File: config.mk
export PLATFORM = sky130hd
export DESIGN_NAME = jps_ram
export DESIGN_NICKNAME = d
export VERILOG_FILES = /design/src/design/assert_macros.svh /design/src/design/jps_ram.sv
export SDC_FILE = /design/constraint.sdc
export NUM_CORES = 1
export LEC_CHECK = 0
export ABC_CLOCK_PERIOD_IN_PS = 2330
export BUFFER_PORTS_ARGS = -buffer_cell sky130_fd_sc_hd__clkbuf_2
export CORE_MARGIN = 2
export CORE_UTILIZATION = 45
export CTS_CLUSTER_DIAMETER = 200
export DETAILED_ROUTE_END_ITERATION = 7
export HOLD_SLACK_MARGIN = 0.05
export PLACE_DENSITY = 0.62
export SETUP_SLACK_MARGIN = 0.4
export SLEW_MARGIN = 5
export SYNTH_ARGS = -nofsm -noshare
export SYNTH_HDL_FRONTEND = slang
export SYNTH_SLANG_ARGS = --single-unit
export TNS_END_PERCENT = 100
File: constraint.sdc
create_clock -name clk -period 2.33 [get_ports clk]
set_input_delay 0.466 -clock clk [delete_from_list [all_inputs] [get_ports clk]]
set_output_delay 0.466 -clock clk [all_outputs]
set_load 0.01 [all_outputs]
File: src/design/assert_macros.svh
// ----------------------------------------------------------------------------
// Assertion macros
// Concurrent assertion wrappers; they expect clk and rst_n in scope.
// ----------------------------------------------------------------------------
`ifndef ASSERT_MACROS_SVH
`define ASSERT_MACROS_SVH

`ifndef SYNTHESIS
// checked outside reset
`define JPS_ASSERT(lbl, prop) \
  lbl: assert property (@(posedge clk) disable iff (!rst_n) (prop)) \
    else $error("jps assertion failed");
// checked on every edge, reset included
`define JPS_ASSERT_RST(lbl, prop) \
  lbl: assert property (@(posedge clk) (prop)) \
    else $error("jps assertion failed");
`else
`define JPS_ASSERT(lbl, prop)
`define JPS_ASSERT_RST(lbl, prop)
`endif

`endif

File: src/design/jps_ram.sv
// ----------------------------------------------------------------------------
// jps_ram
// Generic simple dual-port RAM, one write and one registered read port.
// ----------------------------------------------------------------------------
module jps_ram #(
  parameter int WIDTH = 8,
  parameter int DEPTH = 16
) (
  input  logic                     clk,
  input  logic                     we,
  input  logic [$clog2(DEPTH)-1:0] waddr,
  input  logic [WIDTH-1:0]         wdata,
  input  logic                     re,
  input  logic [$clog2(DEPTH)-1:0] raddr,
  output logic [WIDTH-1:0]         rdata
);

  logic [WIDTH-1:0] mem [DEPTH];

  always_ff @(posedge clk) begin
    if (we) begin
      mem[waddr] <= wdata;
    end
    if (re) begin
      rdata <= mem[raddr];
    end
  end

endmodule

==> summary.txt <==
final wirelength = 9930 um
FF+latch count, synth = 136
delay-heaviest family, CP = multiplexers
largest fanout on the critical path = 15
Finished Layout Cells = 442
CTS Buffer Depth = 2
post-route ant nets = 0
die width = 112 um
antenna violations before repair = 0
Total GRT Usage = 17.2%
Bufs and invs on worst path = 2
P_leak = 2.13 nW
hold-fix buffers at CTS = 0
DRT Pass-1 Iters = 4
final std cell area, no fill = 6270 um^2
RSZ-0062 raised after global routing = false
Final Net Count = 305
post-CTS setup buffer count = 0
Cells after DPL = 410
final setup violating endpoints = 0
Worst Clk Skew = 6.26 ps
slowest stage cell on the critical path = mux4_1
Area contributors post-synth = edfxtp_1, mux4_2, mux4_1
# DRC = 0
Req. time, crit path = 2470 ps
TritonCTS buffer count = 17
fraction of registers with async set/reset = 0%
diodes inserted = 0
fin crit period = 1650 ps
CTS sink cnt = 136
Via density = 5.54
Final Cycle Share = 70.9%
gr ovfl total = 0
CTS tree = built
first-pass GRT wire length = 15200 um
clock-pin slew on the worst setup and hold paths = 50 ps
post-DP HPWL = 6270 um
Fin. Hold Viols = 0
Slew Limit Headroom = 71.7%
Synth top area share = 78.1%
crit path DAT = 1790 ps
core area = 11400 um^2
pin slew with the least headroom to its limit = 424 ps
Min Hold Slack = 473 ps
Crit path largest cell delay = 570 ps
fin. max-slew vios = 0
number of synthesized flops with an enable pin = 136
WL/cell = 22.5 um
vias in the first global route = 2510
crit end category = flip-flop
Initial Utilization = 46.0%
worst-skew pair later-pin latency = 410 ps
Area Growth Syn to Fin = 19.9%
area leader, netlist = edfxtp_1
number of library cell types mapped by synthesis = 18
syn nets = 248
CP Class = in -> reg
hold crit path type = in -> reg
Fin Setup TNS = 0 ps
Synth Warn # = 0
row count = 39
placed inst area = 5660 um^2
number of buffers added on ports = 26
Critical Path, Cell by Cell = clkbuf_2, buf_12, mux4_1, a22oi_1, nand2_1
VDD IR max = 0.000524 V
Die Area = 12500 um^2
fmax = 0.605 GHz
Final GP Congestion = 0.734
largest net degree at the start of global routing = 18
post-CTS resize count = 0
ratio of cells with drive above 1 in the final layout = 32.1%
most common cell in the netlist = edfxtp_1
IO Pins = 27
sequential element share of the synthesized area = 78.1%
Detailed Route Iter0 Violations = 191
commonest cells in the netlist = edfxtp_1, mux4_2, a22oi_1, mux4_1, nor2_1
synthesized area = 5230 um^2
Util after Layout = 55.1%
Root Driver = clkbuf_16
Max Cap Violations = 0
Top FF cell, synth = edfxtp_1
Die Y = 112 um
Vias = 2448
Syn Inst Count = 229
Setup crit start kind = input port
Cell Pwr Density = 915 nW/um^2
H-tree lvl count = 4
Avg Cell Area, Syn = 22.8 um^2
status = finished clean
## placed cells by master (no fill, tap or decap), types with 2 or more instances in the layout
cell type / Yosys / final
edfxtp_1: 136 / 136
clkbuf_2: 0 / 26
buf_4: 1 / 19
mux4_2: 18 / 18
clkbuf_16: 0 / 17
a22oi_1: 16 / 16
mux4_1: 14 / 14
nor2_1: 13 / 13
nand2_1: 9 / 9
bufinv_16: 0 / 4
clkinvlp_4: 0 / 4
clkinv_1: 0 / 4
nor3_1: 4 / 3
buf_12: 0 / 3
nand3b_1: 2 / 2
nand2b_1: 2 / 2
clkinv_2: 0 / 2
## metrics by stage
stage	worst slack, ps	power (mW)
CTS	687	5.78
floorplan	582	2.96
global route	598	5.90
global placement	282	3.08
detailed placement	255	3.09
finish	677	5.73
## layer usage
layer,vias to the layer above,global-route usage [%],wire [um]
met5,-,0,0
li1,1095,-,-
met2,69,27.5,5110
met3,11,4.41,549
met1,1273,23.1,4130
met4,0,6.67,142
## cells by family after synthesis
group,count (synthesis),synth area share (%)
AND/OR/NAND/NOR,35,3.14
multiplexers,32,14.8
flip-flops,136,78.1
AO/OA/AOI/OAI,16,2.30
buffers and inverters,10,1.65
## state kept, by name (all words and copies together) (netlist names)
register / count
mem: 128
rdata: 8
## layout make-up
class,instances,area [um^2]
Timing Repair Buffer,48,333
Tap cell,143,179
Fill cell,884,5100
Multi-Input combinational cell,83,1060
Sequential cell,136,4080
Clock buffer,17,425
Clock inverter,15,184
## where the power goes
part	internal [mW]	total, mW	switching [mW]
sequential	2.76	2.78	0.0169
clock	1.77	2.70	0.931
combinational	0.113	0.258	0.146
## worst paths after layout
| kind | from | endpoint | slack [ps] | cells after the start |
|---|---|---|---|---|
| max reg2reg | mem[10][4] | rdata[4] | 770 | 3 |
| max | raddr[0] | rdata[4] | 680 | 5 |
| min reg2reg | mem[11][3] | rdata[3] | 750 | 3 |
| min | wdata[3] | mem[8][3] | 470 | 1 |
Power figures use the tool's default switching activity.
