<file path="src/design/assert_macros.svh">
// ----------------------------------------------------------------------------
// Assertion macros
// Concurrent assertion wrappers; they expect clk and rst_n in scope.
// ----------------------------------------------------------------------------
`ifndef ASSERT_MACROS_SVH
`define ASSERT_MACROS_SVH

`ifndef SYNTHESIS
// checked outside reset
`define JPS_ASSERT(lbl, prop) \
  lbl: assert property (@(posedge clk) disable iff (!rst_n) (prop)) \
    else $error("jps assertion failed");
// checked on every edge, reset included
`define JPS_ASSERT_RST(lbl, prop) \
  lbl: assert property (@(posedge clk) (prop)) \
    else $error("jps assertion failed");
`else
`define JPS_ASSERT(lbl, prop)
`define JPS_ASSERT_RST(lbl, prop)
`endif

`endif

</file>
<file path="src/design/jps_pkg.sv">
// ----------------------------------------------------------------------------
// jps_pkg
// Types, constants and direction helpers of the jump point successor block.
// ----------------------------------------------------------------------------
package jps_pkg;

  localparam int MAX_WIDTH  = 256;
  localparam int MAX_HEIGHT = 256;
  localparam int GRID_LIM   = 256;   // 8-bit coordinates
  localparam int COL_W      = $clog2(MAX_WIDTH);
  localparam int ROW_W      = $clog2(MAX_HEIGHT);
  localparam int LIM_W      = (MAX_WIDTH  < GRID_LIM) ? MAX_WIDTH  : GRID_LIM;
  localparam int LIM_H      = (MAX_HEIGHT < GRID_LIM) ? MAX_HEIGHT : GRID_LIM;
  localparam int CRD_W      = 10;    // signed, covers one cell beyond each edge
  localparam int G_W        = 24;
  localparam int FETCH_N    = 4;     // cells read per probe

  typedef logic signed [CRD_W-1:0] crd_t;
  typedef logic signed [1:0]       step_t;

  typedef enum logic [2:0] {
    DIR_R, DIR_DR, DIR_D, DIR_DL, DIR_L, DIR_UL, DIR_U, DIR_UR
  } dir_t;

  typedef enum logic [2:0] {
    REG_GRID_W, REG_GRID_H, REG_GOAL_X, REG_GOAL_Y, REG_STRAIGHT, REG_DIAG
  } reg_idx_t;

  typedef enum logic {KIND_WRITE, KIND_EXPAND} kind_t;

  typedef enum logic [3:0] {
    ST_CLEAR, ST_IDLE, ST_WRD, ST_WWR, ST_START, ST_DIR, ST_FETCH, ST_EVAL,
    ST_COST1, ST_COST2, ST_PUSH, ST_FIN
  } state_t;

  typedef enum logic [2:0] {PH_PRUNE, PH_MAIN, PH_DIAG, PH_PROBE_H, PH_PROBE_V} phase_t;

  typedef enum logic {FK_STEP, FK_FORCE} fkind_t;

  typedef struct packed {
    logic [8:0] use_w;
    logic [8:0] use_h;
    logic [7:0] goal_x;
    logic [7:0] goal_y;
    logic [7:0] straight_cost;
    logic [7:0] diagonal_cost;
  } cfg_t;

  typedef struct packed {
    logic           valid;
    logic           found;
    logic [7:0]     x;
    logic [7:0]     y;
    logic [G_W-1:0] g;
    logic           last;
  } emit_t;

  function automatic step_t dir_dx(dir_t d);
    step_t s;
    case (d)
      DIR_R, DIR_DR, DIR_UR: s = 2'sd1;
      DIR_DL, DIR_L, DIR_UL: s = -2'sd1;
      default:               s = 2'sd0;
    endcase
    return s;
  endfunction

  function automatic step_t dir_dy(dir_t d);
    step_t s;
    case (d)
      DIR_DR, DIR_D, DIR_DL: s = 2'sd1;
      DIR_UL, DIR_U, DIR_UR: s = -2'sd1;
      default:               s = 2'sd0;
    endcase
    return s;
  endfunction

  function automatic dir_t dir_of(step_t dx, step_t dy);
    dir_t d;
    case ({dx, dy})
      {2'sd1,  2'sd0}:  d = DIR_R;
      {2'sd1,  2'sd1}:  d = DIR_DR;
      {2'sd0,  2'sd1}:  d = DIR_D;
      {-2'sd1, 2'sd1}:  d = DIR_DL;
      {-2'sd1, 2'sd0}:  d = DIR_L;
      {-2'sd1, -2'sd1}: d = DIR_UL;
      {2'sd0,  -2'sd1}: d = DIR_U;
      {2'sd1,  -2'sd1}: d = DIR_UR;
      default:          d = DIR_R;
    endcase
    return d;
  endfunction

endpackage

</file>
<file path="src/design/jps_cfg_if.sv">
// ----------------------------------------------------------------------------
// jps_cfg_if
// Configuration write channel: register index and data.
// ----------------------------------------------------------------------------
interface jps_cfg_if;
  logic       valid;
  logic       ready;
  logic [2:0] index;
  logic [8:0] data;

  modport source (output valid, index, data, input ready);
  modport sink   (input valid, index, data, output ready);
endinterface

</file>
<file path="src/design/jps_cfg.sv">
// ----------------------------------------------------------------------------
// jps_cfg
// Configuration registers and the clamped grid size in use.
// ----------------------------------------------------------------------------
module jps_cfg import jps_pkg::*; (
  input  logic      clk,
  input  logic      rst_n,
  jps_cfg_if.sink   cfg_ch,
  output cfg_t      cfg
);

  logic [8:0] grid_w_r, grid_h_r;
  logic [7:0] goal_x_r, goal_y_r, straight_r, diag_r;

  assign cfg_ch.ready = 1'b1;

  always_ff @(posedge clk) begin
    if (!rst_n) begin
      grid_w_r   <= 9'd256;
      grid_h_r   <= 9'd256;
      goal_x_r   <= 8'd0;
      goal_y_r   <= 8'd0;
      straight_r <= 8'd10;
      diag_r     <= 8'd14;
    end else if (cfg_ch.valid) begin
      case (reg_idx_t'(cfg_ch.index))
        REG_GRID_W:   grid_w_r   <= cfg_ch.data;
        REG_GRID_H:   grid_h_r   <= cfg_ch.data;
        REG_GOAL_X:   goal_x_r   <= cfg_ch.data[7:0];
        REG_GOAL_Y:   goal_y_r   <= cfg_ch.data[7:0];
        REG_STRAIGHT: straight_r <= cfg_ch.data[7:0];
        REG_DIAG:     diag_r     <= cfg_ch.data[7:0];
        default: ;
      endcase
    end
  end

  always_comb begin
    cfg.use_w         = (grid_w_r > 9'(LIM_W)) ? 9'(LIM_W) : grid_w_r;
    cfg.use_h         = (grid_h_r > 9'(LIM_H)) ? 9'(LIM_H) : grid_h_r;
    cfg.goal_x        = goal_x_r;
    cfg.goal_y        = goal_y_r;
    cfg.straight_cost = straight_r;
    cfg.diagonal_cost = diag_r;
  end

endmodule

</file>
<file path="src/flat_wrapper.sv">
// flat-port wrapper written by rule: the top's interface ports become plain ports
module jps_cfg_flat import jps_pkg::*;
  (clk, rst_n, cfg, cfg_ch_valid, cfg_ch_index, cfg_ch_data, cfg_ch_ready);
  jps_cfg_if cfg_ch_i ();
  input  logic clk;
  input  logic rst_n;
  output cfg_t cfg;
  input wire logic [$bits(cfg_ch_i.valid)-1:0] cfg_ch_valid;
  input wire logic [$bits(cfg_ch_i.index)-1:0] cfg_ch_index;
  input wire logic [$bits(cfg_ch_i.data)-1:0] cfg_ch_data;
  output wire logic [$bits(cfg_ch_i.ready)-1:0] cfg_ch_ready;
  assign cfg_ch_i.valid = cfg_ch_valid;
  assign cfg_ch_i.index = cfg_ch_index;
  assign cfg_ch_i.data = cfg_ch_data;
  assign cfg_ch_ready = cfg_ch_i.ready;
  jps_cfg u_core (.clk(clk), .rst_n(rst_n), .cfg_ch(cfg_ch_i), .cfg(cfg));
endmodule
</file>
<file path="config.mk">
export PLATFORM = sky130hd
export DESIGN_NAME = jps_cfg_flat
export DESIGN_NICKNAME = d
export VERILOG_FILES = /design/src/design/assert_macros.svh /design/src/design/jps_pkg.sv /design/src/design/jps_cfg_if.sv /design/src/design/jps_cfg.sv /design/src/flat_wrapper.sv
export SDC_FILE = /design/constraint.sdc
export NUM_CORES = 1
export LEC_CHECK = 0
export BUFFER_PORTS_ARGS = -buffer_cell sky130_fd_sc_hd__buf_2
export CORE_ASPECT_RATIO = 0.9
export CORE_MARGIN = 2
export CORE_UTILIZATION = 49
export DETAILED_ROUTE_END_ITERATION = 12
export PLACE_DENSITY = 0.81
export SETUP_SLACK_MARGIN = 0.05
export SLEW_MARGIN = 10
export SYNTH_ARGS = -nofsm -noshare
export SYNTH_HDL_FRONTEND = slang
export SYNTH_SLANG_ARGS = --single-unit
</file>
<file path="constraint.sdc">
create_clock -name clk -period 1.4 [get_ports clk]
set_input_delay 0.14 -clock clk [delete_from_list [all_inputs] [get_ports clk]]
set_output_delay 0.14 -clock clk [all_outputs]
set_load 0.02 [all_outputs]
</file>
==> results_dict.tcl, run 1 <==
set metrics [dict create \
    status "finished, final reports clean" \
    slew_violations 0 \
    power_density_nw_per_um2 1076 \
    syn_nets 217 \
    initial_core_util_pct 49.97 \
    place_inst 304 \
    vias_per_cell 4.840 \
    clkTransAtPathRegs_ps 90 \
    die_h_um 64.74 \
    cts_tree "built" \
    post-route-period-util_pct 85.60 \
    r2r-end "u_core.grid_h_r[8]" \
    drc 0 \
    vias 1510 \
    path_cells "nor2b_1 > buf_2" \
    seqPwrFrac_pct 54.8 \
    wirelength_um 4187 \
    syn_inst 202 \
    routedWlPerCell_um 13.42 \
    finalNetCount 278 \
    swShare_pct 22.97 \
    root_buffer "clkbuf_8" \
    dp_hpwl_um 2898 \
    grt_setup_unrepaired "no" \
    h-tree-depth 2 \
    comb_power_share_pct 8.2 \
    fillers 343 \
    timing.final.setup_violations 0 \
    reg2reg_slack_ps 610 \
    grt_pass1_wl_um 6920 \
    netlist_area_um2 2008 \
    p_clk_share_pct 37.0 \
    intPower_uw 2064 \
    grt_pass1_vias 1395 \
    synth_fa_ha_area_share_pct 0 \
    fin_cells 312 \
    cts_made_buffers 5 \
    clock_sinks 50 \
    ant_nets 0 \
    postCtsSetupBuffers 0 \
    ys_seq_area_share_pct 49.84 \
    syn2layout_area_growth_pct 23.93 \
    cp.required_ps 1260 \
    synthSimpleGateAreaFrac_pct 21.43 \
    cp.arrival_ps 1060 \
    timing.setup.tns_ps 0 \
    first_iter_violations 84 \
    synth_compound_area_share_pct 0 \
    port_buffers 64 \
    slowest_stage "dfxtp_1" \
    gp_congestion 0.7025 \
    hold_path.class "in2reg" \
    post_cts_resized 0 \
    avgSynthCellArea_um2 9.941 \
    grt_usage_pct 19.63 \
    ios 66 \
    layout-drive-gt1-share_pct 29.92 \
    skew_ps 0 \
    holdPathStages 3 \
    num_antenna_cells 0 \
    synth_xor_area_share_pct 0 \
    hold_viol_final 0 \
    path_class "reg2out" \
    r2r-start "u_core.grid_h_r[8]" \
    ys_seq_elements 50 \
    power.switching_uw 615.2 \
    grt_antenna_before_repair 0 \
    drtPass1Iterations 4 \
    cts.path.max_buffers 2 \
    finalCriticalPeriod_ps 1198 \
    die_width_um 71.48 \
    holdPathEnd "u_core.grid_w_r[8]" \
    overflow 0 \
    r2r_cells 2 \
    fp.dieArea_um2 4627 \
    yosysUniqueCellTypes 13 \
    coreArea_um2 4019 \
    min_from "cfg_ch_data[8]" \
    worstSkewPairLatency_ps 300 \
    std_cell_rows 22 \
    p_leak_uw 0.001295 \
    cp-start-kind "register" \
    ctsHoldBuffers 0 \
    clock.fmax_ghz 0.8345 \
    max_stage_delay_ps 510 \
    drv_cap 0 \
    path_max_fanout 10 \
    synth_top_family_by_area "multiplexers" \
    ys_warn_count 0 \
    irDropWorstVdd_uv 682.1 \
    grt_max_degree 63 \
    cp-end-kind "output pin" \
    synth_mux_area_share_pct 24.92 \
]
critical path: cells and delay by family (launching register included):
kind / cells / cell delay [ps]
buf+inv: 1 / 160
flops: 1 / 510
simple gates: 1 / 80
cell usage after synthesis:
cell type	n	share of area (%)
buf_2	4	1.0
clkbuf_1	10	1.9
nand4bb_1	2	1.1
nand2_1	51	9.5
buf_4	2	0.75
and4b_1	1	0.50
nand4b_1	2	0.87
nor2b_1	27	8.4
nor4bb_1	1	0.50
dfxtp_1	50	50
conb_1	1	0.19
or4b_1	1	0.50
mux2i_1	50	25
worst max-delay path by stage:
| stage | from | to | slack [ps] | cells after the start |
|---|---|---|---|---|
| final | u_core.grid_h_r[8] | cfg[35] | 200 | 2 |
| after global routing | u_core.grid_h_r[8] | cfg[35] | 110 | 2 |
| after CTS | u_core.grid_h_r[8] | cfg[34] | 180 | 2 |
| after detailed placement | cfg_ch_index[1] | u_core.grid_w_r[2] | 130 | 4 |
| after global placement | cfg_ch_index[1] | u_core.grid_w_r[4] | 160 | 4 |
| after floorplan | cfg_ch_index[1] | u_core.grid_w_r[4] | 330 | 3 |
state kept, by name, summed over array words and instances, names as in the netlist:
register and flops:
u_core.goal_y_r 8, u_core.grid_w_r 9, u_core.diag_r 8, u_core.straight_r 8
u_core.grid_h_r 9, u_core.goal_x_r 8
layer usage:
| layer | vias up | part of all wire, % | global-route usage (%) | wire length, um |
|---|---|---|---|---|
| li1 | 780 | - | - | - |
| met1 | 678 | 48 | 27.60 | 2015 |
| met2 | 47 | 44 | 28.13 | 1823 |
| met3 | 5 | 7.0 | 5.754 | 292 |
| met4 | 0 | 1.3 | 7.783 | 55 |
| met5 | - | 0 | 0 | 0 |
power by group through the flow:
stage / Sequential, uW / Clock [uW] / Combinational, uW
2_1_floorplan: 1530 / 0 / 114
4_1_cts: 1470 / 1010 / 221
5_1_grt: 1480 / 1070 / 237
3_5_place_dp: 1500 / 0 / 220
3_3_place_gp: 1500 / 0 / 217
6_report: 1470 / 990 / 219
per-stage QoR:
stage               hold WS, ps  instance area (um^2)  worst slack [ps]  util, %  total power, uW
floorplan                 306.5                  2008             334.0        -             1640
global placement          409.4                  2380             164.0    59.22             1719
detailed placement        429.7                  2380             125.2    59.22             1723
CTS                       107.5                  2489             182.0    61.92             2696
global route              119.2                  2489             112.8    61.92             2780
finish                    108.5                  2489             201.7    61.92             2679
area by class of cell:
cell class,instances,area [um^2],area share (%)
Multi-Input combinational cell,136,940.9,37.81
Clock inverter,3,40.04,1.609
Sequential cell,50,1001,40.22
Timing Repair Buffer,70,377.9,15.18
Clock buffer,5,68.82,2.765
Tap cell,48,60.06,2.413
kinds of logic after synthesis:
kind of cell | after synthesis
other cells | 1
flops | 50
mux | 50
buf+inv | 16
simple gates | 85
layout by cell type (no fill, tap or decap), drive strengths merged:
cell type  Yosys  routed
buf            6      70
nand2         51      51
mux2i         50      50
dfxtp         50      50
nor2b         27      27
clkbuf        10       5
nand4b         2       2
nand4bb        2       2
clkinv         0       2
and4b          1       1
nor4bb         1       1
or4b           1       1
conb           1       1
bufinv         0       1
No activity file was read; power rests on OpenSTA's default activity.
==> run 2, diff against run 1 <==
--- a/config.mk
+++ b/config.mk
@@ -6,7 +6,7 @@
 export NUM_CORES = 1
 export LEC_CHECK = 0
 export BUFFER_PORTS_ARGS = -buffer_cell sky130_fd_sc_hd__buf_2
-export CORE_ASPECT_RATIO = 0.9
+export CAP_MARGIN = 20
 export CORE_MARGIN = 2
 export CORE_UTILIZATION = 49
 export DETAILED_ROUTE_END_ITERATION = 12
==> results_dict.tcl, run 2 (same netlist as run 1, synthesis figures left out) <==
set metrics [dict create \
    dp_slack_ps 145.3 \
    cts.path.max_buffers 2 \
    path_class "reg2out" \
    port_buffers 64 \
    wl_met1_um 2034 \
    grt_usage_pct 20.26 \
    gp_congestion 0.7214 \
    p_leak_uw 0.001328 \
    routedWlPerCell_um 13.67 \
    dr_wl_met3_um 350 \
    reg2reg_slack_ps 620 \
    r2r-end "u_core.grid_w_r[8]" \
    timing.hold.ws_ps 108.2 \
    slew_violations 0 \
    path_max_fanout 10 \
    crit_start "u_core.grid_w_r[8]" \
    clock.fmax_ghz 0.8217 \
    finalNetCount 282 \
    ant_nets 0 \
    p_total_uw 2930 \
    cts_tree "built" \
    hold_viol_final 0 \
    vias_per_cell 4.890 \
    postCtsSetupBuffers 0 \
    grt_max_degree 34 \
    post_cts_resized 0 \
    cp.arrival_ps 1080 \
    dp_hpwl_um 3133 \
    num_antenna_cells 0 \
    finalCriticalPeriod_ps 1217 \
    syn2layout_area_growth_pct 27.23 \
    clkTransAtPathRegs_ps 80 \
    vias 1555 \
    cp.required_ps 1260 \
    irDropWorstVdd_uv 749.6 \
    die_width_um 68.02 \
    met2WireLength_um 1898 \
    timing.final.setup_violations 0 \
    clock_sinks 50 \
    worstSkewPairLatency_ps 310 \
    power_density_nw_per_um2 1147 \
    endpoint "cfg[42]" \
    std_cell_rows 23 \
    layout_commonest_cell "buf_2" \
    root_buffer "clkbuf_8" \
    grt_pass1_wl_um 6789 \
    r2r_cells 2 \
    layout-drive-gt1-share_pct 30.97 \
    wirelength_um 4348 \
    drc 0 \
    fp.dieArea_um2 4627 \
    post-route-period-util_pct 86.92 \
    grt_antenna_before_repair 0 \
    reg_top3 "u_core.grid_h_r: 9 flops, u_core.grid_w_r: 9 flops" \
    drtPass1Iterations 4 \
    h-tree-depth 2 \
    layout_common_cells "buf_2, nand2_1, mux2i_1, dfxtp_1, nor2b_1" \
    ctsHoldBuffers 0 \
    die_h_um 68.02 \
    fin_ws_ps 183.1 \
    status "finished, final reports clean" \
    first_iter_violations 62 \
    ios 66 \
    skew_ps 0 \
    grt_setup_unrepaired "no" \
    overflow 0 \
    cts_made_buffers 5 \
    grt_pass1_vias 1401 \
    timing.setup.tns_ps 0 \
    cp-end-kind "output pin" \
    top_layer "met4" \
    drv_cap 0 \
    r2r-start "u_core.grid_w_r[8]" \
    cp-start-kind "register" \
    initial_core_util_pct 50.57 \
    hold_path.class "in2reg" \
    coreArea_um2 3971 \
]
## run 2: changes by cell type in the layout (fill, tap and decap cells not counted), sizes merged
cell,change
buf,+4
clkinv,-2
bufinv,+1
clkbuf,+1
## run 2: cell type report
cell class,count,area [um^2]
fill,345,1416
sequential,50,1001
multi-input combinational,136,940.9
timing repair buffer,74,407.9
clock buffer,6,82.58
tap,50,62.56
clock inverter,2,60.06
## run 2: per-stage QoR
step	instance area, um^2	utilization, %	cells
after floorplan	2008	-	202
after global placement	2412	60.74	310
after detailed placement	2412	60.74	310
after CTS	2555	64.34	318
after global routing	2555	64.34	318
final	2555	64.34	318
## run 2: critical path, cell delays in order (launching register included)
cell and delay (ps):
dfxtp_1 500, nor2b_1 100, buf_2 170
## run 2: power breakdown
part           switching [uW]  internal [uW]
sequential               17.8           1450
clock                     473            761
combinational             135           91.5
## run 2: routing by layer
metal / vias up / GRT usage, %
li1: 791 / -
met1: 700 / 27.84
met2: 56 / 29.37
met3: 8 / 6.908
met4: 0 / 7.500
met5: - / 0
## run 2: worst min path at each step
stage,to,startpoint,depth (start not counted)
floorplan,u_core.diag_r[2],cfg_ch_data[2],2
global placement,u_core.grid_w_r[8],cfg_ch_data[8],3
detailed placement,u_core.grid_h_r[8],cfg_ch_data[8],3
CTS,u_core.grid_h_r[8],cfg_ch_data[8],3
global route,u_core.straight_r[1],cfg_ch_data[1],3
finish,u_core.diag_r[2],cfg_ch_data[2],3
