### src/design/assert_macros.svh
// ----------------------------------------------------------------------------
// Assertion macros
// Concurrent assertion wrappers; they expect clk and rst_n in scope.
// ----------------------------------------------------------------------------
`ifndef ASSERT_MACROS_SVH
`define ASSERT_MACROS_SVH

`ifndef SYNTHESIS
// checked outside reset
`define JPS_ASSERT(lbl, prop) \
  lbl: assert property (@(posedge clk) disable iff (!rst_n) (prop)) \
    else $error("jps assertion failed");
// checked on every edge, reset included
`define JPS_ASSERT_RST(lbl, prop) \
  lbl: assert property (@(posedge clk) (prop)) \
    else $error("jps assertion failed");
`else
`define JPS_ASSERT(lbl, prop)
`define JPS_ASSERT_RST(lbl, prop)
`endif

`endif

### src/design/jps_pkg.sv
// ----------------------------------------------------------------------------
// jps_pkg
// Types, constants and direction helpers of the jump point successor block.
// ----------------------------------------------------------------------------
package jps_pkg;

  localparam int MAX_WIDTH  = 256;
  localparam int MAX_HEIGHT = 256;
  localparam int GRID_LIM   = 256;   // 8-bit coordinates
  localparam int COL_W      = $clog2(MAX_WIDTH);
  localparam int ROW_W      = $clog2(MAX_HEIGHT);
  localparam int LIM_W      = (MAX_WIDTH  < GRID_LIM) ? MAX_WIDTH  : GRID_LIM;
  localparam int LIM_H      = (MAX_HEIGHT < GRID_LIM) ? MAX_HEIGHT : GRID_LIM;
  localparam int CRD_W      = 10;    // signed, covers one cell beyond each edge
  localparam int G_W        = 24;
  localparam int FETCH_N    = 4;     // cells read per probe

  typedef logic signed [CRD_W-1:0] crd_t;
  typedef logic signed [1:0]       step_t;

  typedef enum logic [2:0] {
    DIR_R, DIR_DR, DIR_D, DIR_DL, DIR_L, DIR_UL, DIR_U, DIR_UR
  } dir_t;

  typedef enum logic [2:0] {
    REG_GRID_W, REG_GRID_H, REG_GOAL_X, REG_GOAL_Y, REG_STRAIGHT, REG_DIAG
  } reg_idx_t;

  typedef enum logic {KIND_WRITE, KIND_EXPAND} kind_t;

  typedef enum logic [3:0] {
    ST_CLEAR, ST_IDLE, ST_WRD, ST_WWR, ST_START, ST_DIR, ST_FETCH, ST_EVAL,
    ST_COST1, ST_COST2, ST_PUSH, ST_FIN
  } state_t;

  typedef enum logic [2:0] {PH_PRUNE, PH_MAIN, PH_DIAG, PH_PROBE_H, PH_PROBE_V} phase_t;

  typedef enum logic {FK_STEP, FK_FORCE} fkind_t;

  typedef struct packed {
    logic [8:0] use_w;
    logic [8:0] use_h;
    logic [7:0] goal_x;
    logic [7:0] goal_y;
    logic [7:0] straight_cost;
    logic [7:0] diagonal_cost;
  } cfg_t;

  typedef struct packed {
    logic           valid;
    logic           found;
    logic [7:0]     x;
    logic [7:0]     y;
    logic [G_W-1:0] g;
    logic           last;
  } emit_t;

  function automatic step_t dir_dx(dir_t d);
    step_t s;
    case (d)
      DIR_R, DIR_DR, DIR_UR: s = 2'sd1;
      DIR_DL, DIR_L, DIR_UL: s = -2'sd1;
      default:               s = 2'sd0;
    endcase
    return s;
  endfunction

  function automatic step_t dir_dy(dir_t d);
    step_t s;
    case (d)
      DIR_DR, DIR_D, DIR_DL: s = 2'sd1;
      DIR_UL, DIR_U, DIR_UR: s = -2'sd1;
      default:               s = 2'sd0;
    endcase
    return s;
  endfunction

  function automatic dir_t dir_of(step_t dx, step_t dy);
    dir_t d;
    case ({dx, dy})
      {2'sd1,  2'sd0}:  d = DIR_R;
      {2'sd1,  2'sd1}:  d = DIR_DR;
      {2'sd0,  2'sd1}:  d = DIR_D;
      {-2'sd1, 2'sd1}:  d = DIR_DL;
      {-2'sd1, 2'sd0}:  d = DIR_L;
      {-2'sd1, -2'sd1}: d = DIR_UL;
      {2'sd0,  -2'sd1}: d = DIR_U;
      {2'sd1,  -2'sd1}: d = DIR_UR;
      default:          d = DIR_R;
    endcase
    return d;
  endfunction

endpackage

### src/design/jps_in_if.sv
// ----------------------------------------------------------------------------
// jps_in_if
// Request channel: grid cell writes and node expansions.
// ----------------------------------------------------------------------------
interface jps_in_if;
  logic        valid;
  logic        ready;
  logic        kind;
  logic [7:0]  node_x;
  logic [7:0]  node_y;
  logic        wall;
  logic [23:0] node_g;
  logic        has_parent;
  logic [7:0]  parent_x;
  logic [7:0]  parent_y;

  modport source (output valid, kind, node_x, node_y, wall, node_g, has_parent,
                  parent_x, parent_y, input ready);
  modport sink   (input valid, kind, node_x, node_y, wall, node_g, has_parent,
                  parent_x, parent_y, output ready);
endinterface

### src/design/jps_ctrl.sv
// ----------------------------------------------------------------------------
// jps_ctrl
// Sequencer: wall map clear and cell writes, pruning, jump walks, cost.
// ----------------------------------------------------------------------------
`include "assert_macros.svh"

module jps_ctrl import jps_pkg::*; (
  input  logic                 clk,
  input  logic                 rst_n,
  jps_in_if.sink               in_ch,
  input  cfg_t                 cfg,
  input  logic                 out_free,
  output emit_t                emit,
  output logic                 mem_we,
  output logic [ROW_W-1:0]     mem_waddr,
  output logic [MAX_WIDTH-1:0] mem_wdata,
  output logic                 mem_re,
  output logic [ROW_W-1:0]     mem_raddr,
  input  logic [MAX_WIDTH-1:0] mem_rdata
);

  state_t state_r, state_nxt;
  logic [ROW_W-1:0] clr_r, clr_nxt;

  logic [7:0]     node_x_r, node_y_r, node_x_nxt, node_y_nxt;
  logic [G_W-1:0] g_r, g_nxt;
  logic           wall_r, wall_nxt, has_par_r, has_par_nxt;
  step_t          adx_r, ady_r, adx_nxt, ady_nxt;

  dir_t       list_r [8];
  dir_t       list_nxt [8];
  logic [3:0] lcnt_r, lcnt_nxt, lidx_r, lidx_nxt;

  phase_t phase_r, phase_nxt;
  crd_t   px_r, py_r, px_nxt, py_nxt, dpx_r, dpy_r, dpx_nxt, dpy_nxt;
  step_t  dx_r, dy_r, dx_nxt, dy_nxt, ddx_r, ddy_r, ddx_nxt, ddy_nxt;

  fkind_t             fkind_r, fkind_nxt;
  logic [2:0]         fk_r, fk_nxt;
  logic [FETCH_N-1:0] cells_r;
  logic               rd_vld_r, rd_inb_r;
  logic [1:0]         rd_idx_r;
  logic [COL_W-1:0]   rd_col_r;

  logic [7:0]     jx_r, jy_r, jx_nxt, jy_nxt;
  logic [15:0]    p1_r, p2_r;
  logic [G_W-1:0] res_g_r;
  logic           pend_vld_r, pend_vld_nxt;
  logic [7:0]     pend_x_r, pend_y_r;
  logic [G_W-1:0] pend_g_r;
  logic           pend_load;

  // ---- probe geometry
  crd_t  bx, by, fx, fy, nx_c, ny_c, newx, newy, gx, gy;
  step_t bdx, bdy;
  logic  is_diag, step_ok, forced, at_goal, inb, accept;
  crd_t  cx [FETCH_N];
  crd_t  cy [FETCH_N];

  assign accept = in_ch.valid && in_ch.ready;
  assign nx_c   = crd_t'(node_x_r);
  assign ny_c   = crd_t'(node_y_r);
  assign gx     = crd_t'(cfg.goal_x);
  assign gy     = crd_t'(cfg.goal_y);

  always_comb begin
    bx  = (phase_r == PH_DIAG) ? dpx_r : px_r;
    by  = (phase_r == PH_DIAG) ? dpy_r : py_r;
    bdx = (phase_r == PH_DIAG) ? ddx_r : dx_r;
    bdy = (phase_r == PH_DIAG) ? ddy_r : dy_r;
    if (fkind_r == FK_STEP) begin
      cx[0] = bx + crd_t'(bdx); cy[0] = by + crd_t'(bdy);
      cx[1] = bx + crd_t'(bdx); cy[1] = by;
      cx[2] = bx;               cy[2] = by + crd_t'(bdy);
      cx[3] = cx[0];            cy[3] = cy[0];
    end else if (bdx != 2'sd0) begin
      cx[0] = bx - crd_t'(bdx); cy[0] = by + crd_t'(1);
      cx[1] = bx;               cy[1] = by + crd_t'(1);
      cx[2] = bx - crd_t'(bdx); cy[2] = by - crd_t'(1);
      cx[3] = bx;               cy[3] = by - crd_t'(1);
    end else begin
      cx[0] = bx + crd_t'(1);   cy[0] = by - crd_t'(bdy);
      cx[1] = bx + crd_t'(1);   cy[1] = by;
      cx[2] = bx - crd_t'(1);   cy[2] = by - crd_t'(bdy);
      cx[3] = bx - crd_t'(1);   cy[3] = by;
    end
    fx = cx[fk_r[1:0]];
    fy = cy[fk_r[1:0]];
    inb = (fx >= crd_t'(0)) && (fy >= crd_t'(0)) &&
          (fx < crd_t'(cfg.use_w)) && (fy < crd_t'(cfg.use_h));
    is_diag = (bdx != 2'sd0) && (bdy != 2'sd0);
    step_ok = cells_r[0] & (~is_diag | (cells_r[1] & cells_r[2]));
    forced  = (~cells_r[0] & cells_r[1]) | (~cells_r[2] & cells_r[3]);
    newx    = bx + crd_t'(bdx);
    newy    = by + crd_t'(bdy);
    at_goal = (newx == gx) && (newy == gy);
  end

  // ---- next state
  always_comb begin
    state_nxt = state_r;
    unique case (state_r)
      ST_CLEAR: if (clr_r == ROW_W'(MAX_HEIGHT - 1)) state_nxt = ST_IDLE;
      ST_IDLE: begin
        if (accept) begin
          if (kind_t'(in_ch.kind) == KIND_EXPAND) begin
            state_nxt = ST_START;
          end else if (int'(in_ch.node_x) < MAX_WIDTH &&
                       int'(in_ch.node_y) < MAX_HEIGHT) begin
            state_nxt = ST_WRD;
          end
        end
      end
      ST_WRD: state_nxt = ST_WWR;
      ST_WWR: state_nxt = ST_IDLE;
      ST_START: begin
        if (!has_par_r || (adx_r == 2'sd0 && ady_r == 2'sd0) ||
            (adx_r != 2'sd0 && ady_r != 2'sd0)) begin
          state_nxt = ST_DIR;
        end else begin
          state_nxt = ST_FETCH;
        end
      end
      ST_DIR:   state_nxt = (lidx_r < lcnt_r) ? ST_FETCH : ST_FIN;
      ST_FETCH: if (fk_r == 3'(FETCH_N)) state_nxt = ST_EVAL;
      ST_EVAL: begin
        if (fkind_r == FK_FORCE) begin
          if (phase_r == PH_PRUNE) state_nxt = ST_DIR;
          else state_nxt = forced ? ST_COST1 : ST_FETCH;
        end else if (!step_ok) begin
          state_nxt = (phase_r == PH_MAIN || phase_r == PH_DIAG) ? ST_DIR : ST_FETCH;
        end else begin
          state_nxt = at_goal ? ST_COST1 : ST_FETCH;
        end
      end
      ST_COST1: state_nxt = ST_COST2;
      ST_COST2: state_nxt = ST_PUSH;
      ST_PUSH:  if (!pend_vld_r || out_free) state_nxt = ST_DIR;
      ST_FIN:   if (out_free) state_nxt = ST_IDLE;
      default:  state_nxt = ST_IDLE;
    endcase
  end

  // ---- outputs
  always_comb begin
    in_ch.ready = (state_r == ST_IDLE);
    mem_we      = 1'b0;
    mem_waddr   = clr_r;
    mem_wdata   = '0;
    mem_re      = 1'b0;
    mem_raddr   = fy[ROW_W-1:0];
    emit        = '0;
    pend_load   = 1'b0;
    unique case (state_r)
      ST_CLEAR: mem_we = 1'b1;
      ST_WRD: begin
        mem_re    = 1'b1;
        mem_raddr = ROW_W'(node_y_r);
      end
      ST_WWR: begin
        mem_we    = 1'b1;
        mem_waddr = ROW_W'(node_y_r);
        mem_wdata = mem_rdata;
        mem_wdata[COL_W'(node_x_r)] = wall_r;
      end
      ST_FETCH: mem_re = (fk_r < 3'(FETCH_N));
      ST_PUSH: begin
        if (pend_vld_r && out_free) begin
          emit = '{valid: 1'b1, found: 1'b1, x: pend_x_r, y: pend_y_r,
                   g: pend_g_r, last: 1'b0};
        end
        pend_load = !pend_vld_r || out_free;
      end
      ST_FIN: begin
        if (out_free) begin
          emit.valid = 1'b1;
          emit.last  = 1'b1;
          if (pend_vld_r) begin
            emit.found = 1'b1;
            emit.x     = pend_x_r;
            emit.y     = pend_y_r;
            emit.g     = pend_g_r;
          end
        end
      end
      default: ;
    endcase
  end

  // ---- datapath next values
  always_comb begin
    clr_nxt      = clr_r;
    node_x_nxt   = node_x_r;
    node_y_nxt   = node_y_r;
    g_nxt        = g_r;
    wall_nxt     = wall_r;
    has_par_nxt  = has_par_r;
    adx_nxt      = adx_r;
    ady_nxt      = ady_r;
    list_nxt     = list_r;
    lcnt_nxt     = lcnt_r;
    lidx_nxt     = lidx_r;
    phase_nxt    = phase_r;
    px_nxt       = px_r;
    py_nxt       = py_r;
    dx_nxt       = dx_r;
    dy_nxt       = dy_r;
    dpx_nxt      = dpx_r;
    dpy_nxt      = dpy_r;
    ddx_nxt      = ddx_r;
    ddy_nxt      = ddy_r;
    fkind_nxt    = fkind_r;
    fk_nxt       = fk_r;
    jx_nxt       = jx_r;
    jy_nxt       = jy_r;
    pend_vld_nxt = pend_vld_r;

    unique case (state_r)
      ST_CLEAR: clr_nxt = clr_r + 1'b1;
      ST_IDLE: begin
        if (accept) begin
          node_x_nxt   = in_ch.node_x;
          node_y_nxt   = in_ch.node_y;
          g_nxt        = in_ch.node_g;
          wall_nxt     = in_ch.wall;
          has_par_nxt  = in_ch.has_parent;
          adx_nxt      = (in_ch.node_x > in_ch.parent_x) ? 2'sd1 :
                         (in_ch.node_x < in_ch.parent_x) ? -2'sd1 : 2'sd0;
          ady_nxt      = (in_ch.node_y > in_ch.parent_y) ? 2'sd1 :
                         (in_ch.node_y < in_ch.parent_y) ? -2'sd1 : 2'sd0;
          pend_vld_nxt = 1'b0;
        end
      end
      ST_START: begin
        lidx_nxt = 4'd0;
        if (!has_par_r || (adx_r == 2'sd0 && ady_r == 2'sd0)) begin
          for (int i = 0; i < 8; i++) list_nxt[i] = dir_t'(i);
          lcnt_nxt = 4'd8;
        end else if (adx_r != 2'sd0 && ady_r != 2'sd0) begin
          list_nxt[0] = dir_of(adx_r, 2'sd0);
          list_nxt[1] = dir_of(2'sd0, ady_r);
          list_nxt[2] = dir_of(adx_r, ady_r);
          lcnt_nxt    = 4'd3;
        end else begin
          // straight arrival: fetch the forced-neighbor cells around the node
          phase_nxt = PH_PRUNE;
          px_nxt    = nx_c;
          py_nxt    = ny_c;
          dx_nxt    = adx_r;
          dy_nxt    = ady_r;
          fkind_nxt = FK_FORCE;
          fk_nxt    = 3'd0;
        end
      end
      ST_DIR: begin
        if (lidx_r < lcnt_r) begin
          lidx_nxt  = lidx_r + 1'b1;
          fkind_nxt = FK_STEP;
          fk_nxt    = 3'd0;
          if (dir_dx(list_r[lidx_r[2:0]]) != 2'sd0 &&
              dir_dy(list_r[lidx_r[2:0]]) != 2'sd0) begin
            phase_nxt = PH_DIAG;
            dpx_nxt   = nx_c;
            dpy_nxt   = ny_c;
            ddx_nxt   = dir_dx(list_r[lidx_r[2:0]]);
            ddy_nxt   = dir_dy(list_r[lidx_r[2:0]]);
          end else begin
            phase_nxt = PH_MAIN;
            px_nxt    = nx_c;
            py_nxt    = ny_c;
            dx_nxt    = dir_dx(list_r[lidx_r[2:0]]);
            dy_nxt    = dir_dy(list_r[lidx_r[2:0]]);
          end
        end
      end
      ST_FETCH: if (fk_r < 3'(FETCH_N)) fk_nxt = fk_r + 1'b1;
      ST_EVAL: begin
        fk_nxt = 3'd0;
        if (fkind_r == FK_FORCE) begin
          if (phase_r == PH_PRUNE) begin
            // natural direction, then each forced pair in order
            lidx_nxt = 4'd0;
            if (dx_r != 2'sd0) begin
              list_nxt[0] = dir_of(dx_r, 2'sd0);
              if (forced) begin
                list_nxt[1] = (~cells_r[0] & cells_r[1]) ? DIR_D : DIR_U;
                list_nxt[2] = (~cells_r[0] & cells_r[1]) ? dir_of(dx_r, 2'sd1)
                                                          : dir_of(dx_r, -2'sd1);
              end
              list_nxt[3] = DIR_U;
              list_nxt[4] = dir_of(dx_r, -2'sd1);
            end else begin
              list_nxt[0] = dir_of(2'sd0, dy_r);
              if (forced) begin
                list_nxt[1] = (~cells_r[0] & cells_r[1]) ? DIR_R : DIR_L;
                list_nxt[2] = (~cells_r[0] & cells_r[1]) ? dir_of(2'sd1, dy_r)
                                                          : dir_of(-2'sd1, dy_r);
              end
              list_nxt[3] = DIR_L;
              list_nxt[4] = dir_of(-2'sd1, dy_r);
            end
            lcnt_nxt = 4'd1 + {2'd0, (~cells_r[0] & cells_r[1]), 1'b0} +
                       {2'd0, (~cells_r[2] & cells_r[3]), 1'b0};
          end else if (forced) begin
            jx_nxt = (phase_r == PH_MAIN) ? px_r[7:0] : dpx_r[7:0];
            jy_nxt = (phase_r == PH_MAIN) ? py_r[7:0] : dpy_r[7:0];
          end else begin
            fkind_nxt = FK_STEP;
          end
        end else if (!step_ok) begin
          if (phase_r == PH_PROBE_H) begin
            phase_nxt = PH_PROBE_V;
            px_nxt    = dpx_r;
            py_nxt    = dpy_r;
            dx_nxt    = 2'sd0;
            dy_nxt    = ddy_r;
          end else if (phase_r == PH_PROBE_V) begin
            phase_nxt = PH_DIAG;
          end
        end else begin
          if (phase_r == PH_DIAG) begin
            dpx_nxt = newx;
            dpy_nxt = newy;
          end else begin
            px_nxt = newx;
            py_nxt = newy;
          end
          if (at_goal) begin
            jx_nxt = (phase_r == PH_MAIN || phase_r == PH_DIAG) ? newx[7:0] : dpx_r[7:0];
            jy_nxt = (phase_r == PH_MAIN || phase_r == PH_DIAG) ? newy[7:0] : dpy_r[7:0];
          end else if (phase_r == PH_DIAG) begin
            phase_nxt = PH_PROBE_H;
            px_nxt    = newx;
            py_nxt    = newy;
            dx_nxt    = ddx_r;
            dy_nxt    = 2'sd0;
          end else begin
            fkind_nxt = FK_FORCE;
          end
        end
      end
      ST_PUSH: if (pend_load) pend_vld_nxt = 1'b1;
      default: ;
    endcase
  end

  // ---- cost
  logic [7:0]  ax, ay, hi, lo;
  logic [G_W:0] total;

  always_comb begin
    ax    = (jx_r > node_x_r) ? (jx_r - node_x_r) : (node_x_r - jx_r);
    ay    = (jy_r > node_y_r) ? (jy_r - node_y_r) : (node_y_r - jy_r);
    hi    = (ax > ay) ? ax : ay;
    lo    = (ax > ay) ? ay : ax;
    total = {1'b0, g_r} + (G_W+1)'(p1_r) + (G_W+1)'(p2_r);
  end

  // ---- registers
  always_ff @(posedge clk) begin
    if (!rst_n) begin
      state_r    <= ST_CLEAR;
      clr_r      <= '0;
      fk_r       <= '0;
      rd_vld_r   <= 1'b0;
      pend_vld_r <= 1'b0;
    end else begin
      state_r    <= state_nxt;
      clr_r      <= clr_nxt;
      fk_r       <= fk_nxt;
      rd_vld_r   <= (state_r == ST_FETCH) && (fk_r < 3'(FETCH_N));
      pend_vld_r <= pend_vld_nxt;
    end
  end

  always_ff @(posedge clk) begin
    node_x_r  <= node_x_nxt;
    node_y_r  <= node_y_nxt;
    g_r       <= g_nxt;
    wall_r    <= wall_nxt;
    has_par_r <= has_par_nxt;
    adx_r     <= adx_nxt;
    ady_r     <= ady_nxt;
    list_r    <= list_nxt;
    lcnt_r    <= lcnt_nxt;
    lidx_r    <= lidx_nxt;
    phase_r   <= phase_nxt;
    px_r      <= px_nxt;
    py_r      <= py_nxt;
    dx_r      <= dx_nxt;
    dy_r      <= dy_nxt;
    dpx_r     <= dpx_nxt;
    dpy_r     <= dpy_nxt;
    ddx_r     <= ddx_nxt;
    ddy_r     <= ddy_nxt;
    fkind_r   <= fkind_nxt;
    jx_r      <= jx_nxt;
    jy_r      <= jy_nxt;
    rd_idx_r  <= fk_r[1:0];
    rd_inb_r  <= inb;
    rd_col_r  <= fx[COL_W-1:0];
    if (rd_vld_r) begin
      cells_r[rd_idx_r] <= rd_inb_r & ~mem_rdata[rd_col_r];
    end
    if (state_r == ST_COST1) begin
      p1_r <= cfg.straight_cost * (hi - lo);
      p2_r <= cfg.diagonal_cost * lo;
    end
    if (state_r == ST_COST2) begin
      res_g_r <= total[G_W] ? '1 : total[G_W-1:0];
    end
    if (pend_load) begin
      pend_x_r <= jx_r;
      pend_y_r <= jy_r;
      pend_g_r <= res_g_r;
    end
  end

  `JPS_ASSERT(a_emit_room, emit.valid |-> out_free)
  `JPS_ASSERT(a_fetch_bound, fk_r <= 3'(FETCH_N))
  `JPS_ASSERT(a_capture_after_issue, rd_vld_r |-> $past(state_r == ST_FETCH))
  `JPS_ASSERT_RST(a_reset_quiet, !rst_n |=> (state_r == ST_CLEAR && !emit.valid))

endmodule

### src/flat_wrapper.sv
// flat-port wrapper written by rule: the top's interface ports become plain ports
module jps_ctrl_flat import jps_pkg::*;
  (clk, rst_n, cfg, out_free, emit, mem_we, mem_waddr, mem_wdata, mem_re, mem_raddr, mem_rdata, in_ch_valid, in_ch_kind, in_ch_node_x, in_ch_node_y, in_ch_wall, in_ch_node_g, in_ch_has_parent, in_ch_parent_x, in_ch_parent_y, in_ch_ready);
  jps_in_if in_ch_i ();
  input  logic clk;
  input  logic rst_n;
  input  cfg_t cfg;
  input  logic out_free;
  output emit_t emit;
  output logic mem_we;
  output logic [ROW_W-1:0] mem_waddr;
  output logic [MAX_WIDTH-1:0] mem_wdata;
  output logic mem_re;
  output logic [ROW_W-1:0] mem_raddr;
  input  logic [MAX_WIDTH-1:0] mem_rdata;
  input wire logic [$bits(in_ch_i.valid)-1:0] in_ch_valid;
  input wire logic [$bits(in_ch_i.kind)-1:0] in_ch_kind;
  input wire logic [$bits(in_ch_i.node_x)-1:0] in_ch_node_x;
  input wire logic [$bits(in_ch_i.node_y)-1:0] in_ch_node_y;
  input wire logic [$bits(in_ch_i.wall)-1:0] in_ch_wall;
  input wire logic [$bits(in_ch_i.node_g)-1:0] in_ch_node_g;
  input wire logic [$bits(in_ch_i.has_parent)-1:0] in_ch_has_parent;
  input wire logic [$bits(in_ch_i.parent_x)-1:0] in_ch_parent_x;
  input wire logic [$bits(in_ch_i.parent_y)-1:0] in_ch_parent_y;
  output wire logic [$bits(in_ch_i.ready)-1:0] in_ch_ready;
  assign in_ch_i.valid = in_ch_valid;
  assign in_ch_i.kind = in_ch_kind;
  assign in_ch_i.node_x = in_ch_node_x;
  assign in_ch_i.node_y = in_ch_node_y;
  assign in_ch_i.wall = in_ch_wall;
  assign in_ch_i.node_g = in_ch_node_g;
  assign in_ch_i.has_parent = in_ch_has_parent;
  assign in_ch_i.parent_x = in_ch_parent_x;
  assign in_ch_i.parent_y = in_ch_parent_y;
  assign in_ch_ready = in_ch_i.ready;
  jps_ctrl u_core (.clk(clk), .rst_n(rst_n), .in_ch(in_ch_i), .cfg(cfg), .out_free(out_free), .emit(emit), .mem_we(mem_we), .mem_waddr(mem_waddr), .mem_wdata(mem_wdata), .mem_re(mem_re), .mem_raddr(mem_raddr), .mem_rdata(mem_rdata));
endmodule
### config.mk
export PLATFORM = sky130hd
export DESIGN_NAME = jps_ctrl_flat
export DESIGN_NICKNAME = d
export VERILOG_FILES = /design/src/design/jps_pkg.sv /design/src/design/jps_in_if.sv /design/src/design/jps_ctrl.sv /design/src/flat_wrapper.sv
export VERILOG_INCLUDE_DIRS = /design/src /design/src/design
export SDC_FILE = /design/constraint.sdc
export NUM_CORES = 2
export LEC_CHECK = 0
export BUFFER_PORTS_ARGS = -buffer_cell sky130_fd_sc_hd__buf_4
export CAP_MARGIN = 20
export CORE_MARGIN = 2
export CORE_UTILIZATION = 35
export CTS_CLUSTER_DIAMETER = 120
export DETAILED_ROUTE_END_ITERATION = 16
export MAX_ROUTING_LAYER = met4
export SYNTH_ARGS = -nofsm -noshare
export SYNTH_HDL_FRONTEND = slang
export SYNTH_SLANG_ARGS = --single-unit
### constraint.sdc
create_clock -name clk -period 9.4 [get_ports clk]
set_clock_uncertainty 0.15 [all_clocks]
set_input_delay 0.47 -clock clk [delete_from_list [all_inputs] [get_ports clk]]
set_output_delay 0.47 -clock clk [all_outputs]
set_load 0.01 [all_outputs]
==> summary.md <==
| Metric | Value |
|---|---|
| Synth area leader | edfxtp_1 |
| Buffers on Ports | just under 700 |
| Synthesis-to-layout area growth | 28.24% |
| Most frequent cell after synthesis | o21ai_0 |
| Met2 usage | between 40% and 50% |
| FF-to-FF path depth | 36 |
| Final HPWL DP | between 100 and 150 mm |
| Setup slack at placement | -0.1326 ns |
| Peak supply drop | 0.6370 mV |
| Crit share post-route | 95.81% |
| Startpoint types | flop |
| HP Class | in2reg |
| Power density cells | 192.6 nW/um^2 |
| Die W | ~300 microns |
| Synth Net Count | about 4300 |
| Synth warnings | 0 |
| Reg2reg start | u_core.jx_r[0] |
| CTS tree | yes |
| First-pass iteration count of the detailed router | 7 |
| Reg-to-Reg End | u_core.p1_r[15] |
| Final Instance Area | approximately 39000 sq um |
| Comb pwr share | roughly three fifths |
| Yosys reg bits | 264 |
| Ranking of synthesized cells by area | edfxtp_1, ha_1, fa_1, mux4_2, o21ai_0 |
| Slew Limit Fails | 0 |
| Setup ws final | 0.3940 ns |
| Status | finished clean |
| Sequential area share after synthesis | between 20% and 30% |
| Final Hold Fails | 0 |
| DRT iter0 DRCs | roughly 4600 |
| Clock root buffer | clkbuf_16 |
| Sink Count | between 200 and 300 |
| Vias per cell | 5.929 |
| DP Area | around 37000 sq um |
| Crit. End Element | flop |
| Flop pwr share | 21.1% |
| Switching Share | between 40 and 50% |
| Synthesized area per cell | around 8.4 sq um |
| Hold Path Sink | u_core.node_x_r[5] |
| Post-route DRC | 0 |
| CTS clk-pin slew, worst paths | ~0.060 ns |
| CP bufs+invs | 7 |
| Top_reg_cell synth | edfxtp_1 |
| M1 GR Usage | 45.26% |
| GRT busiest layer | met2 |
| Via count | between 30000 and 40000 |
| Total I/O pin count | between 600 and 700 |
| Synthesized instance count | roughly 3600 |
| Post-synth top area share | around a quarter |
| Initial Util | roughly 35% |
| Minimum clock period | about 9 ns |
| CP top delay family | adder cells |
| Slowest Stage Delay on Critical Path | approximately 0.55 ns |
| Leak Pwr | between 15 and 20 nW |
| WP data required | about 9.6 ns |
| Met3 usage | roughly 11% |
| Chip height | approximately 300 microns |
| Total power | between 7 and 8 mW |
| Post-synth top cells | o21ai_0, a21oi_1, nand3_1 |
| Post-synth EDFFs | roughly 240 |
| FP Rows | roughly 110 |
| Unique cell type count in the Yosys netlist | 96 |
| Core box area | approximately 85000 sq um |
| Global route overflow | 0 |
| Least-Margin Pin Slew | 1.230 ns |
| Clk network pwr share | between 15 and 20% |
| Ys async rst share | 0% |
| Initial antenna violation count | 34 |
| WHS Path Cells | 1 |
| First-pass GRT wire length | approximately 220 mm |
| Cell internal pwr | around 4.5 mW |
| F_max | 111.0 MHz |
| HP Start | in_ch_node_x[5] |
| Clock H-tree levels | 2 |
| Register-to-register setup slack | 0.39 ns |
| Wire length per cell | 28.64 microns |
| Max-slew headroom | a little under a fifth |
| Slowest-stage cell, CP | fa_1 |
| Sw Pwr | between 2 and 3 mW |
| Crit path DAT | between 9 and 10 ns |
| GPL Wtd Cong | 1.031 |
| Die ar. | between 80000 and 90000 sq um |
| Fin util | a little under half |
| Total GRT Usage | about a third |
| Max-cap violations | 0 |
| Max FO, Critical Path | 5 |
| Cell area after synthesis | a little over 30000 sq um |
| Clock latency on the worst-skew pair | around 0.56 ns |
| Vias in the first global route | ~30000 |
| # setup viols final | 0 |
| Nets@finish | 4921 |
| Largest net degree at the start of global routing | 230 |
| Antenna-violating nets left | 0 |
| WS Path Type | reg2reg |
| TritonCTS Buffers | 34 |
| Routed wire length | 155.4 mm |
| Longest Clk Path Bufs | 3 |
| Layout cell share with drive strength beyond 1 | 24.82% |
through the flow:
stage | std cells | TNS [ns] | hold slack [ns]
final | 5427 | 0 | 0.03912
after floorplan | 3573 | 0 | 0.2029
after global placement | 5287 | 0 | 0.2518
after global routing | 5427 | -0.04951 | 0.01018
after detailed placement | 5288 | -0.1326 | 0.2545
after CTS | 5388 | 0 | 0.005319
metal layers:
| layer | share of wire (%) | routed length, microns | up-vias |
|---|---|---|---|
| met1 | 40 | 62740 | 15620 |
| met4 | 3.9 | 5986 | 0 |
| met2 | 44 | 68040 | 2032 |
| met5 | 0 | 0 | - |
| met3 | 12 | 18640 | 310 |
| li1 | - | - | 14220 |
registers in the layout, summed over array words and instances, names as in the netlist, 8 cells and up:
name,count
u_core.pend_y_r,8
u_core.jy_r,8
u_core.px_r,10
u_core.g_r,24
u_core.node_x_r,8
u_core.py_r,10
u_core.clr_r,8
u_core.res_g_r,24
u_core.dpx_r,10
u_core.pend_g_r,24
u_core.p1_r,16
u_core.pend_x_r,8
u_core.p2_r,16
u_core.list_r,14
u_core.jx_r,8
u_core.node_y_r,8
u_core.rd_col_r,8
u_core.dpy_r,10
worst reg2reg max path: cells and delay by family, from the launching register on:
family	cells	cell delay [ns]
simple gates	5	1.39
fa+ha+maj	9	3.33
mux	2	0.43
xor+xnor	2	0.29
buf+inv	7	0.68
compound gates	11	2.13
flops	1	0.38
power groups by stage:
| stage | registers [mW] | logic, mW | clock network [mW] |
|---|---|---|---|
| 3_5_place_dp | 1.60 | 4.41 | 0 |
| 6_report | 1.57 | 4.54 | 1.34 |
| 5_1_grt | 1.57 | 5.21 | 1.41 |
| 4_1_cts | 1.57 | 4.47 | 1.37 |
| 2_1_floorplan | 1.59 | 3.44 | 0 |
| 3_3_place_gp | 1.59 | 4.35 | 0 |
worst max path at each step:
stage | start | endpoint | slack (ns) | depth (start not counted)
floorplan | u_core.jy_r[0] | u_core.p1_r[15] | 0.27 | 35
global placement | u_core.jx_r[0] | u_core.p1_r[15] | 0.07 | 35
detailed placement | u_core.jx_r[0] | u_core.p1_r[15] | -0.13 | 34
CTS | u_core.jx_r[0] | u_core.p1_r[15] | 0.03 | 36
global route | u_core.jx_r[0] | u_core.p1_r[15] | -0.05 | 36
finish | u_core.jx_r[0] | u_core.p1_r[15] | 0.39 | 36
cell families after synthesis:
kind of cell	count (synthesis)	share of synthesized area, %
compound gates	1049	20.20
xor+xnor	121	3.810
fa+ha+maj	324	16.38
buf+inv	516	6.723
flops	264	25.36
mux	154	8.736
simple gates	1145	18.79
cell type report:
type                            count  area [sq um]
Timing Repair Buffer              852          6519
Fill cell                        8541         46620
Clock buffer                       39         889.6
Multi-Input combinational cell   2793         20790
Sequential cell                   264          7655
Clock inverter                     23         247.7
Antenna cell                       29         72.57
Tap cell                         1144          1431
Inverter                          283          1062
cells in the final DEF (no fill, tap or decap), drive strengths merged, types with 29 or more instances in the layout:
master and instances:
buf 813, o21ai 390, a21oi 371, nand3 301, inv 288, nand2 282, edfxtp 236, ha 206
nor2 189, and2 119, fa 118, xnor2 91, mux4 86, mux2i 58, nor3 53, clkbuf 40
nor2b 39, nand2b 39, dlygate4sd3 38, a21o 34, diode 29, o211ai 29
what timing repair did:
item / CTS / global route
setup buffers: 0 / 7
pin swaps: 0 / 14
endpoints found under the setup margin: 1 / 8
hold endpoints to repair: 38 / 0
hold buffers: 38 / 0
gates resized for setup: 4 / 33
Power figures use the tool's default switching activity.
